`src/design/color_blend_unit_defines.svh`:
```
// Assertion helpers for the color blend unit.
`ifndef COLOR_BLEND_UNIT_DEFINES_SVH
`define COLOR_BLEND_UNIT_DEFINES_SVH

// Same-cycle implication, sampled on clk, off while in reset.
`define CBU_ASSERT_NOW(lbl, ante, cons, msg) \
	lbl: assert property (@(posedge clk) disable iff (!arst_n) (ante) |-> (cons)) else $error(msg);

// Next-cycle implication, sampled on clk, off while in reset.
`define CBU_ASSERT_NEXT(lbl, ante, cons, msg) \
	lbl: assert property (@(posedge clk) disable iff (!arst_n) (ante) |=> (cons)) else $error(msg);

`endif

```
`src/design/cbu_pkg.sv`:
```
package cbu_pkg;

	localparam int CH_W       = 8;
	localparam int NUM_CH     = 4;
	localparam int PROD_W     = 2 * CH_W;
	localparam int EQ_W       = 3;
	localparam int FACTOR_W   = 4;
	localparam int CFG_IDX_W  = 2;
	localparam int CFG_DATA_W = 4;

	// Channel order inside a vector: 0 red, 1 green, 2 blue, 3 alpha
	localparam int ALPHA_CH = 3;

	typedef logic [NUM_CH-1:0][CH_W-1:0]   chan_vec_t;
	typedef logic [NUM_CH-1:0][PROD_W-1:0] prod_vec_t;

	// Blend equations; codes above EQ_MAX act as add
	localparam logic [EQ_W-1:0] EQ_ADD  = 3'd0;
	localparam logic [EQ_W-1:0] EQ_SUB  = 3'd1;
	localparam logic [EQ_W-1:0] EQ_RSUB = 3'd2;
	localparam logic [EQ_W-1:0] EQ_MIN  = 3'd3;
	localparam logic [EQ_W-1:0] EQ_MAX  = 3'd4;

	// Blend factors; unused codes select zero
	localparam logic [FACTOR_W-1:0] F_ZERO          = 4'd0;
	localparam logic [FACTOR_W-1:0] F_ONE           = 4'd1;
	localparam logic [FACTOR_W-1:0] F_SRC_COLOR     = 4'd2;
	localparam logic [FACTOR_W-1:0] F_DST_COLOR     = 4'd3;
	localparam logic [FACTOR_W-1:0] F_SRC_ALPHA     = 4'd4;
	localparam logic [FACTOR_W-1:0] F_DST_ALPHA     = 4'd5;
	localparam logic [FACTOR_W-1:0] F_INV_SRC_COLOR = 4'd6;
	localparam logic [FACTOR_W-1:0] F_INV_DST_COLOR = 4'd7;
	localparam logic [FACTOR_W-1:0] F_INV_SRC_ALPHA = 4'd8;
	localparam logic [FACTOR_W-1:0] F_INV_DST_ALPHA = 4'd9;

	// Register indexes
	localparam logic [CFG_IDX_W-1:0] REG_EQUATION   = 2'd0;
	localparam logic [CFG_IDX_W-1:0] REG_SRC_FACTOR = 2'd1;
	localparam logic [CFG_IDX_W-1:0] REG_DST_FACTOR = 2'd2;

	localparam logic [CH_W-1:0] UNORM_ONE = 8'hFF;

	typedef struct packed {
		logic [CH_W-1:0] src_red;
		logic [CH_W-1:0] src_green;
		logic [CH_W-1:0] src_blue;
		logic [CH_W-1:0] src_alpha;
		logic [CH_W-1:0] dst_red;
		logic [CH_W-1:0] dst_green;
		logic [CH_W-1:0] dst_blue;
		logic [CH_W-1:0] dst_alpha;
	} cbu_in_t;

	typedef struct packed {
		logic [CH_W-1:0] out_red;
		logic [CH_W-1:0] out_green;
		logic [CH_W-1:0] out_blue;
		logic [CH_W-1:0] out_alpha;
	} cbu_out_t;

	typedef struct packed {
		logic [EQ_W-1:0]     equation;
		logic [FACTOR_W-1:0] src_factor;
		logic [FACTOR_W-1:0] dst_factor;
	} cbu_cfg_t;

	// Occupancy of the multiply stages
	typedef struct packed {
		logic valid_s2;
		logic valid_s3;
	} cbu_occ_t;

	// Factor for one channel
	function automatic logic [CH_W-1:0] pick_factor(
		input logic [FACTOR_W-1:0] code,
		input logic [CH_W-1:0]     s_ch,
		input logic [CH_W-1:0]     s_a,
		input logic [CH_W-1:0]     d_ch,
		input logic [CH_W-1:0]     d_a
	);
		logic [CH_W-1:0] f;
		case (code)
			F_ONE:           f = UNORM_ONE;
			F_SRC_COLOR:     f = s_ch;
			F_DST_COLOR:     f = d_ch;
			F_SRC_ALPHA:     f = s_a;
			F_DST_ALPHA:     f = d_a;
			F_INV_SRC_COLOR: f = UNORM_ONE - s_ch;
			F_INV_DST_COLOR: f = UNORM_ONE - d_ch;
			F_INV_SRC_ALPHA: f = UNORM_ONE - s_a;
			F_INV_DST_ALPHA: f = UNORM_ONE - d_a;
			default:         f = '0;
		endcase
		return f;
	endfunction

	// Round-to-nearest product / 255: y = p + 127, then y / 255 as
	// (y + (y >> 8) + 1) >> 8, exact for y below 65535.
	function automatic logic [CH_W-1:0] div255_round(input logic [PROD_W-1:0] p);
		logic [PROD_W:0] y;
		logic [PROD_W:0] q;
		y = {1'b0, p} + (PROD_W+1)'(127);
		q = y + (y >> CH_W) + (PROD_W+1)'(1);
		return q[PROD_W-1:CH_W];
	endfunction

endpackage

```
`src/design/cbu_factor_stage.sv`:
```
module cbu_factor_stage (
	input  logic             clk,
	input  logic             arst_n,
	input  logic             pix_valid,
	output logic             pix_ready,
	input  cbu_pkg::cbu_in_t pix,
	input  cbu_pkg::cbu_cfg_t cfg,
	output logic             valid_s1,
	input  logic             ready_s1,
	output cbu_pkg::chan_vec_t src_s1,
	output cbu_pkg::chan_vec_t dst_s1,
	output cbu_pkg::chan_vec_t fs_s1,
	output cbu_pkg::chan_vec_t fd_s1
);
	import cbu_pkg::*;

	chan_vec_t s_vec;
	chan_vec_t d_vec;
	chan_vec_t fs_vec;
	chan_vec_t fd_vec;

	assign s_vec = {pix.src_alpha, pix.src_blue, pix.src_green, pix.src_red};
	assign d_vec = {pix.dst_alpha, pix.dst_blue, pix.dst_green, pix.dst_red};

	// Select both factors per channel
	always_comb begin
		for (int ch = 0; ch < NUM_CH; ch++) begin
			fs_vec[ch] = pick_factor(cfg.src_factor, s_vec[ch], s_vec[ALPHA_CH],
				d_vec[ch], d_vec[ALPHA_CH]);
			fd_vec[ch] = pick_factor(cfg.dst_factor, s_vec[ch], s_vec[ALPHA_CH],
				d_vec[ch], d_vec[ALPHA_CH]);
		end
	end

	// Take an item when this stage is empty or drains this cycle
	assign pix_ready = !valid_s1 || ready_s1;

	always_ff @(posedge clk or negedge arst_n) begin
		if (!arst_n) begin
			valid_s1 <= 1'b0;
		end else if (pix_ready) begin
			valid_s1 <= pix_valid;
		end
	end

	always_ff @(posedge clk) begin
		if (pix_valid && pix_ready) begin
			src_s1 <= s_vec;
			dst_s1 <= d_vec;
			fs_s1  <= fs_vec;
			fd_s1  <= fd_vec;
		end
	end

endmodule

```
`src/design/cbu_mul_stage.sv`:
```
module cbu_mul_stage (
	input  logic               clk,
	input  logic               arst_n,
	input  logic               valid_s1,
	output logic               ready_s1,
	input  cbu_pkg::chan_vec_t src_s1,
	input  cbu_pkg::chan_vec_t dst_s1,
	input  cbu_pkg::chan_vec_t fs_s1,
	input  cbu_pkg::chan_vec_t fd_s1,
	output logic               valid_s3,
	input  logic               ready_s3,
	output cbu_pkg::chan_vec_t ps_s3,
	output cbu_pkg::chan_vec_t pd_s3,
	output cbu_pkg::cbu_occ_t  occ
);
	import cbu_pkg::*;

	logic      valid_s2;
	logic      ready_s2;
	prod_vec_t ps_s2;
	prod_vec_t pd_s2;

	assign ready_s2 = !valid_s3 || ready_s3;
	assign ready_s1 = !valid_s2 || ready_s2;
	assign occ      = '{valid_s2: valid_s2, valid_s3: valid_s3};

	// Advance valid bits
	always_ff @(posedge clk or negedge arst_n) begin
		if (!arst_n) begin
			valid_s2 <= 1'b0;
			valid_s3 <= 1'b0;
		end else begin
			if (ready_s1) begin
				valid_s2 <= valid_s1;
			end
			if (ready_s2) begin
				valid_s3 <= valid_s2;
			end
		end
	end

	// Raw 8x8 products
	always_ff @(posedge clk) begin
		if (valid_s1 && ready_s1) begin
			for (int ch = 0; ch < NUM_CH; ch++) begin
				ps_s2[ch] <= PROD_W'(src_s1[ch]) * PROD_W'(fs_s1[ch]);
				pd_s2[ch] <= PROD_W'(dst_s1[ch]) * PROD_W'(fd_s1[ch]);
			end
		end
	end

	// Rounded scale back to unorm
	always_ff @(posedge clk) begin
		if (valid_s2 && ready_s2) begin
			for (int ch = 0; ch < NUM_CH; ch++) begin
				ps_s3[ch] <= div255_round(ps_s2[ch]);
				pd_s3[ch] <= div255_round(pd_s2[ch]);
			end
		end
	end

endmodule

```
`src/design/cbu_combine_stage.sv`:
```
module cbu_combine_stage (
	input  logic                      clk,
	input  logic                      arst_n,
	input  logic                      valid_s3,
	output logic                      ready_s3,
	input  cbu_pkg::chan_vec_t        ps_s3,
	input  cbu_pkg::chan_vec_t        pd_s3,
	input  logic [cbu_pkg::EQ_W-1:0]  equation,
	output logic                      blend_valid,
	input  logic                      blend_ready,
	output cbu_pkg::cbu_out_t         blend
);
	import cbu_pkg::*;

	chan_vec_t       res;
	logic [CH_W:0]   sum;
	chan_vec_t       res_s4;

	// Apply the equation per channel
	always_comb begin
		sum = '0;
		for (int ch = 0; ch < NUM_CH; ch++) begin
			sum = {1'b0, ps_s3[ch]} + {1'b0, pd_s3[ch]};
			case (equation)
				EQ_SUB:  res[ch] = (ps_s3[ch] > pd_s3[ch]) ? ps_s3[ch] - pd_s3[ch] : '0;
				EQ_RSUB: res[ch] = (pd_s3[ch] > ps_s3[ch]) ? pd_s3[ch] - ps_s3[ch] : '0;
				EQ_MIN:  res[ch] = (ps_s3[ch] < pd_s3[ch]) ? ps_s3[ch] : pd_s3[ch];
				EQ_MAX:  res[ch] = (ps_s3[ch] > pd_s3[ch]) ? ps_s3[ch] : pd_s3[ch];
				default: res[ch] = sum[CH_W] ? UNORM_ONE : sum[CH_W-1:0];
			endcase
		end
	end

	// Output register parts the pipeline from the receiver
	assign ready_s3 = !blend_valid || blend_ready;

	always_ff @(posedge clk or negedge arst_n) begin
		if (!arst_n) begin
			blend_valid <= 1'b0;
		end else if (ready_s3) begin
			blend_valid <= valid_s3;
		end
	end

	always_ff @(posedge clk) begin
		if (valid_s3 && ready_s3) begin
			res_s4 <= res;
		end
	end

	assign blend = '{out_red: res_s4[0], out_green: res_s4[1],
		out_blue: res_s4[2], out_alpha: res_s4[ALPHA_CH]};

endmodule

```
`src/design/color_blend_unit.sv`:
```
// Color blend unit: blends one RGBA8 source/destination pixel pair per item.
// Input channel pix (pix_valid/pix_ready) carries both pixels; output
// channel blend (blend_valid/blend_ready) carries the blended RGBA pixel.
// Each side is scaled per channel by its factor (rounded a*b/255), then the
// two are combined by the equation (add saturates, subtracts clamp at 0).
// Configuration: cfg_we/cfg_index/cfg_data write equation (0), source
// factor (1) and destination factor (2); write only while no item is in
// flight. Writes to index 3 are ignored.
// Pipeline: four register stages lie between acceptance and blend_valid:
// factor select, multiply, divide by 255, combine.
// Throughput: one item per cycle while blend_ready is high; each stage
// has a valid bit and takes an item if empty or draining in the same cycle.
// Stall: with blend_ready low the result holds in the output register and
// up to three more items queue in the earlier stages; pix_ready drops only
// once all four stages are full.
// Reset: arst_n clears all valid bits and all three registers to zero
// (add, zero factors), so results before configuration are zero.
module color_blend_unit (
	input  logic                           clk,
	input  logic                           arst_n,
	input  logic                           pix_valid,
	output logic                           pix_ready,
	input  cbu_pkg::cbu_in_t               pix,
	output logic                           blend_valid,
	input  logic                           blend_ready,
	output cbu_pkg::cbu_out_t              blend,
	input  logic                           cfg_we,
	input  logic [cbu_pkg::CFG_IDX_W-1:0]  cfg_index,
	input  logic [cbu_pkg::CFG_DATA_W-1:0] cfg_data
);
	import cbu_pkg::*;

`include "color_blend_unit_defines.svh"

	cbu_cfg_t  cfg_q;
	logic      valid_s1;
	logic      ready_s1;
	chan_vec_t src_s1;
	chan_vec_t dst_s1;
	chan_vec_t fs_s1;
	chan_vec_t fd_s1;
	logic      valid_s3;
	logic      ready_s3;
	chan_vec_t ps_s3;
	chan_vec_t pd_s3;
	cbu_occ_t  occ;

	// Configuration registers
	always_ff @(posedge clk or negedge arst_n) begin
		if (!arst_n) begin
			cfg_q <= '0;
		end else if (cfg_we) begin
			case (cfg_index)
				REG_EQUATION:   cfg_q.equation   <= cfg_data[EQ_W-1:0];
				REG_SRC_FACTOR: cfg_q.src_factor <= cfg_data[FACTOR_W-1:0];
				REG_DST_FACTOR: cfg_q.dst_factor <= cfg_data[FACTOR_W-1:0];
				default: ;
			endcase
		end
	end

	cbu_factor_stage u_factor (
		.clk       (clk),
		.arst_n    (arst_n),
		.pix_valid (pix_valid),
		.pix_ready (pix_ready),
		.pix       (pix),
		.cfg       (cfg_q),
		.valid_s1  (valid_s1),
		.ready_s1  (ready_s1),
		.src_s1    (src_s1),
		.dst_s1    (dst_s1),
		.fs_s1     (fs_s1),
		.fd_s1     (fd_s1)
	);

	cbu_mul_stage u_mul (
		.clk      (clk),
		.arst_n   (arst_n),
		.valid_s1 (valid_s1),
		.ready_s1 (ready_s1),
		.src_s1   (src_s1),
		.dst_s1   (dst_s1),
		.fs_s1    (fs_s1),
		.fd_s1    (fd_s1),
		.valid_s3 (valid_s3),
		.ready_s3 (ready_s3),
		.ps_s3    (ps_s3),
		.pd_s3    (pd_s3),
		.occ      (occ)
	);

	cbu_combine_stage u_combine (
		.clk         (clk),
		.arst_n      (arst_n),
		.valid_s3    (valid_s3),
		.ready_s3    (ready_s3),
		.ps_s3       (ps_s3),
		.pd_s3       (pd_s3),
		.equation    (cfg_q.equation),
		.blend_valid (blend_valid),
		.blend_ready (blend_ready),
		.blend       (blend)
	);

	// An empty output register must never block the input
	`CBU_ASSERT_NOW(a_ready_when_out_empty, !blend_valid, pix_ready, "pix_ready low with empty output")

	// Input stalls only when every stage holds an item and the output waits
	`CBU_ASSERT_NOW(a_stall_only_full, !pix_ready, (blend_valid && !blend_ready && valid_s1 && occ.valid_s2 && occ.valid_s3), "input stalled with a free stage")

	// A waiting result leaves only when taken
	`CBU_ASSERT_NEXT(a_result_kept, (blend_valid && !blend_ready), blend_valid, "result dropped while stalled")

endmodule

```
`config.mk`:
```
export PLATFORM = sky130hd
export DESIGN_NAME = color_blend_unit
export DESIGN_NICKNAME = d
export VERILOG_FILES = /design/src/design/cbu_pkg.sv /design/src/design/cbu_factor_stage.sv /design/src/design/cbu_mul_stage.sv /design/src/design/cbu_combine_stage.sv /design/src/design/color_blend_unit.sv
export VERILOG_INCLUDE_DIRS = /design/src /design/src/design
export SDC_FILE = /design/constraint.sdc
export NUM_CORES = 2
export LEC_CHECK = 0
export BUFFER_PORTS_ARGS = -buffer_cell sky130_fd_sc_hd__buf_2
export CAP_MARGIN = 20
export CORE_ASPECT_RATIO = 0.9
export CORE_MARGIN = 5
export CORE_UTILIZATION = 52
export CTS_CLUSTER_SIZE = 12
export DETAILED_ROUTE_END_ITERATION = 8
export PLACE_DENSITY = 0.68
export SETUP_SLACK_MARGIN = 0.05
export SLEW_MARGIN = 20
export SYNTH_ARGS = -nofsm -noshare
export SYNTH_HDL_FRONTEND = slang
export SYNTH_HIERARCHICAL = 1
export SYNTH_SLANG_ARGS = --single-unit
```
`constraint.sdc`:
```
create_clock -name clk -period 12 [get_ports clk]
set_input_delay 2.4 -clock clk [delete_from_list [all_inputs] [get_ports clk]]
set_output_delay 2.4 -clock clk [all_outputs]
set_load 0.005 [all_outputs]
```
# ---- Word-level counts from Yosys, hierarchy flattened
# Cells that the tools add are included.
dict set report op_classes {
  n_addsub 44
  order_cmp 12
  n_reduce_logical 24
  eq_ne 24
  muxes 32
  mul 8
}
# op count
set op_table {}
lappend op_table {{$pmux W8 S9} 6}
lappend op_table {{$mux W8} 20}
lappend op_table {{$add A16 B7 Y17 const B} 8}
lappend op_table {{$add A16 B1 Y16 const B} 8}
lappend op_table {{$add A16 B9 Y16} 8}
lappend op_table {{$mul A8 B8 Y16} 8}
lappend op_table {{$pmux W8 S4} 4}
lappend op_table {{$pmux W8 S5} 2}
lappend op_table {{$gt A8 B8 Y1} 8}
lappend op_table {{$sub A8 B8 Y8} 8}
lappend op_table {{$sub A8 B8 Y8 const A} 8}
lappend op_table {{$add A8 B8 Y9} 4}
lappend op_table {{$eq A4 B3 Y1 const B} 8}
lappend op_table {{$lt A8 B8 Y1} 4}
lappend op_table {{$eq A4 B2 Y1 const B} 4}
lappend op_table {{$eq A4 B4 Y1 const B} 4}
lappend op_table {{$reduce_or A2 Y1} 8}
lappend op_table {{$eq A4 B1 Y1 const B} 2}
lappend op_table {{$eq A3 B2 Y1 const B} 2}
lappend op_table {{$reduce_and A2 Y1} 3}
lappend op_table {{$logic_and A1 B1 Y1} 4}
lappend op_table {{$logic_not A1 Y1} 4}
lappend op_table {{$logic_or A1 B1 Y1} 4}
lappend op_table {{$eq A3 B1 Y1 const B} 1}
lappend op_table {{4 further kinds} 4}
dict set report word_totals {
  out_inout_bits 34
  inputBits 75
  reg_bits 367
}

# ---- Longest topological paths before layout
dict set report depth {
  depth_word 6
  depth_mapped 17
  mapped_depth_nobuf 17
}

# ---- Modules after synthesis
# Netlist, hierarchy kept.
# mod area_per_inst_um2 n_inst cells_each
set modules_own_cells {}
lappend modules_own_cells {cbu_mul_stage 27602.7 1 2904}
lappend modules_own_cells {cbu_combine_stage 7010.5 1 894}
lappend modules_own_cells {cbu_factor_stage 6486.2 1 500}
lappend modules_own_cells {color_blend_unit 426.7 1 25}

# ---- Least setup slack after synthesis
# Ideal clock, no wire load.
dict set report synth_timing {
  path_kind {in2reg}
  from {input port blend_ready}
  to {register u_factor/dst_s1[0] (netlist bit), enable pin}
  slack_ps 5723
  path_stages 4
  setup_ps 503
  arrival_time_ps 5774
  n_path_buf 0
  cell_sequence {nand2b_1 nand3b_1 nand2b_1 and2_1}
}
dict set report synth_via {
  elab_chain_cells 5
}
# element line_no
set synth_lines {}
lappend synth_lines {{start, declared} color_blend_unit.sv:25} ;# input logic blend_ready,
lappend synth_lines {{$logic_or A1 B1 Y1} cbu_combine_stage.sv:35} ;# assign ready_s3 = !blend_valid || blend_ready;
lappend synth_lines {{$logic_or A1 B1 Y1} cbu_mul_stage.sv:23} ;# assign ready_s2 = !valid_s3 || ready_s3;
lappend synth_lines {{$logic_or A1 B1 Y1} cbu_mul_stage.sv:24} ;# assign ready_s1 = !valid_s2 || ready_s2;
lappend synth_lines {{named net ready_s1} color_blend_unit.sv:37} ;# logic ready_s1;
lappend synth_lines {{$logic_or A1 B1 Y1} cbu_factor_stage.sv:36} ;# assign pix_ready = !valid_s1 || ready_s1;
lappend synth_lines {{named net pix_ready} color_blend_unit.sv:22} ;# output logic pix_ready,
lappend synth_lines {{$logic_and A1 B1 Y1} cbu_factor_stage.sv:47} ;# if (pix_valid && pix_ready) begin
lappend synth_lines {{end signal, assigned} cbu_factor_stage.sv:49} ;# dst_s1 <= d_vec;
lappend synth_lines {{end, declared} cbu_factor_stage.sv:11} ;# output cbu_pkg::chan_vec_t dst_s1,
# The timed path passes the listed nets, and every way through them passes these cells.
# A chain may end at the register's enable or synchronous reset.

# ---- Worst setup path after layout
dict set report layout_timing {
  from {input port blend_ready}
  to {output port pix_ready}
}
dict set report layout_via {
  elab_chain_cells 4
}
# element line_no
set layout_lines {}
lappend layout_lines {{$logic_or A1 B1 Y1} cbu_combine_stage.sv:35}
lappend layout_lines {{named net ready_s3} color_blend_unit.sv:43} ;# logic ready_s3;
lappend layout_lines {{$logic_or A1 B1 Y1} cbu_mul_stage.sv:23}
lappend layout_lines {{$logic_or A1 B1 Y1} cbu_mul_stage.sv:24}
lappend layout_lines {{named net ready_s1} color_blend_unit.sv:37}
lappend layout_lines {{$logic_or A1 B1 Y1} cbu_factor_stage.sv:36}
lappend layout_lines {{end, declared} color_blend_unit.sv:22}
# The timed path passes the listed nets, and every way through them passes these cells.

==> flow_metrics.env <==
export IMPL_outcome="complete, no violations"
export IMPL_grt_max_degree=80
export IMPL_wl_mm=99.23
export IMPL_syn_area_sq_um=41510
export IMPL_max_slew_margin_pct=11.87
export IMPL_crit_fanout=4
export IMPL_layout_nets=5203
export IMPL_drc=0
export IMPL_syn_nets=5152
export IMPL_arrival_ns=3.20
export IMPL_path_clk_slew_ns=0.06
export IMPL_rr_worst_depth=14
export IMPL_io_buffers=108
export IMPL_final_cells=5460
export IMPL_p_leak_nw=19.66
export IMPL_layout_drive_gt1_share_pct=6.108
export IMPL_worstReg2RegStart="u_factor/dst_s1[27]"
export IMPL_whs_path_depth=1
export IMPL_hold_path_class="register to register"
export IMPL_initial_utilization_pct=52.32
export IMPL_cts_root_buffer="clkbuf_16"
export IMPL_hold_viol=0
export IMPL_dr_pass1_iters=6
export IMPL_drt_iter0_drc=1954
export IMPL_crit_start="blend_ready"
export IMPL_cts_setup_buffers=0
export IMPL_dp_cells=5377
export IMPL_overflow=0
export IMPL_std_cell_rows=98
export IMPL_vias=30577
export IMPL_r2r_setup_slack_ns=7.29
export IMPL_dr_max_layer_used="met4"
export IMPL_max_slew_worst_pin_slew_ns=1.322
export IMPL_cts_buffers=42
export IMPL_required_ns=9.60
export IMPL_setup_viol=0
export IMPL_h_tree_depth=2
export IMPL_finalPower_w=0.01220
export IMPL_place_ws_ns=6.410
export IMPL_insertion_delay_ns=0.58
export IMPL_cts_resized=0
export IMPL_hpwl_mm=77.24
export IMPL_syn_avg_cell_area_sq_um=9.607
export IMPL_min_from="u_mul/valid_s3"
export IMPL_fin_crit_sh_pct=46.65
export IMPL_cts_tree="built"
export IMPL_dr_wl_met2_mm=42.42
export IMPL_synthCells=4321
export IMPL_core_area_sq_um=79330
export IMPL_antenna_left=0
export IMPL_crit_type="input pin to primary output"
export IMPL_grt_pass1_wl_mm=160.4
export IMPL_grt_pass1_vias=29803
export IMPL_maxSlewViolCount=0
export IMPL_clock_sinks=367
export IMPL_wire_per_inst_microns=18.17
export IMPL_gp_congestion=0.9332
export IMPL_period_needed_ns=5.598
export IMPL_cts_hold_buffers=0
export IMPL_max_freq_ghz=0.1786
export IMPL_peakVddDrop_mv=0.1422
export IMPL_maxCapViolCount=0
export IMPL_die_w_microns=307.8
export IMPL_syn2layout_area_growth_pct=6.815
export IMPL_cp_start_kind="input pin"
export IMPL_antenna_found_initial=9
export IMPL_grtUsageTotal_pct=22.88
export IMPL_rsz0062_at_grt="no"
export IMPL_fin_skew_ns=0.02348
export IMPL_endpoint_kind="primary output"
export IMPL_cts_max_path_buffers=3
export IMPL_die_area_sq_um=85590
export IMPL_routed_wl_met3_mm=7.816
export IMPL_vias_per_cell=5.600
export IMPL_finalSetupTns_ns=0
export IMPL_wl_met1_mm=46.77
export IMPL_ios=109
export IMPL_finalWorstSetupSlack_ns=6.402
export IMPL_ys_warn_count=6
export IMPL_die_h_microns=278.0
export IMPL_cellPowerDensity_nw_per_um2=275.0
==> final cells by class <==
| cell class | count | area [sq um] |
|---|---|---|
| antenna | 6 | 15.01 |
| clock buffer | 58 | 1162 |
| clock inverter | 18 | 230.2 |
| fill | 7027 | 34990 |
| inverter | 574 | 2155 |
| multi-input combinational | 3265 | 27870 |
| sequential | 367 | 10950 |
| tap | 1050 | 1314 |
| timing repair buffer | 122 | 645.6 |
==> registers in the layout, indices dropped and copies added, names as in the netlist <==
signal and cells:
u_mul/pd_s2 64, u_mul/ps_s2 64, u_combine/blend 32, u_factor/dst_s1 32, u_factor/fd_s1 32, u_factor/fs_s1 32
u_factor/src_s1 32, u_mul/pd_s3 32, u_mul/ps_s3 32, cfg_q 11, u_combine/blend_valid 1, u_factor/valid_s1 1
u_mul/valid_s2 1, u_mul/valid_s3 1
==> metal layers <==
layer	vias up	GRT usage (%)
met5	-	0
met4	0	5.307
met3	120	4.033
met2	936	35.18
met1	14577	33.93
li1	14944	-
==> layout by cell type, fill, tap and decap left out, drive strengths merged, types with 23 or more instances in the layout <==
| cell type | n |
|---|---|
| xnor2 | 216 |
| nand2 | 291 |
| edfxtp | 352 |
| nor3 | 71 |
| and2 | 418 |
| fa | 300 |
| a21oi | 196 |
| o211ai | 28 |
| nand2b | 41 |
| nor2b | 40 |
| clkbuf | 58 |
| a211oi | 29 |
| nand4 | 40 |
| nor2 | 207 |
| o21a | 39 |
| nand3 | 70 |
| mux2i | 87 |
| a31oi | 28 |
| a21o | 23 |
| ha | 456 |
| xor2 | 127 |
| a22oi | 29 |
| o21ai | 154 |
| inv | 576 |
| buf | 122 |
==> worst max-delay path, stage by stage <==
cell and delay, ns:
buf_2 0.09, nand2b_1 0.16, nand3b_1 0.21, nand2b_1 0.19
buf_2 0.14
==> worst paths after layout <==
kind / endpoint
max: pix_ready
max reg2reg: u_mul/pd_s2[62]
min in group asynchronous: cfg_q[6]
min reg2reg: u_combine/blend_valid
min: u_combine/blend_valid
max in group asynchronous: cfg_q[4]
==> per-stage QoR <==
step                      hold WS, ns  instance area (sq um)  utilization (%)
after floorplan                0.4490                  41510                -
after CTS                      0.5020                  44320            55.86
after global placement         0.4703                  42920            54.10
after detailed placement       0.4843                  42920            54.10
after global routing           0.5189                  44330            55.87
final                          0.5086                  44340            55.89
==> report_power, final <==
part	total, W	leakage [nW]	switching (W)	internal [W]
Clock	0.00131	0.672	0.000524	0.000786
Combinational	0.00811	15.4	0.00464	0.00347
Sequential	0.00277	3.62	0.000533	0.00224
No activity file was read; power rests on OpenSTA's default activity.
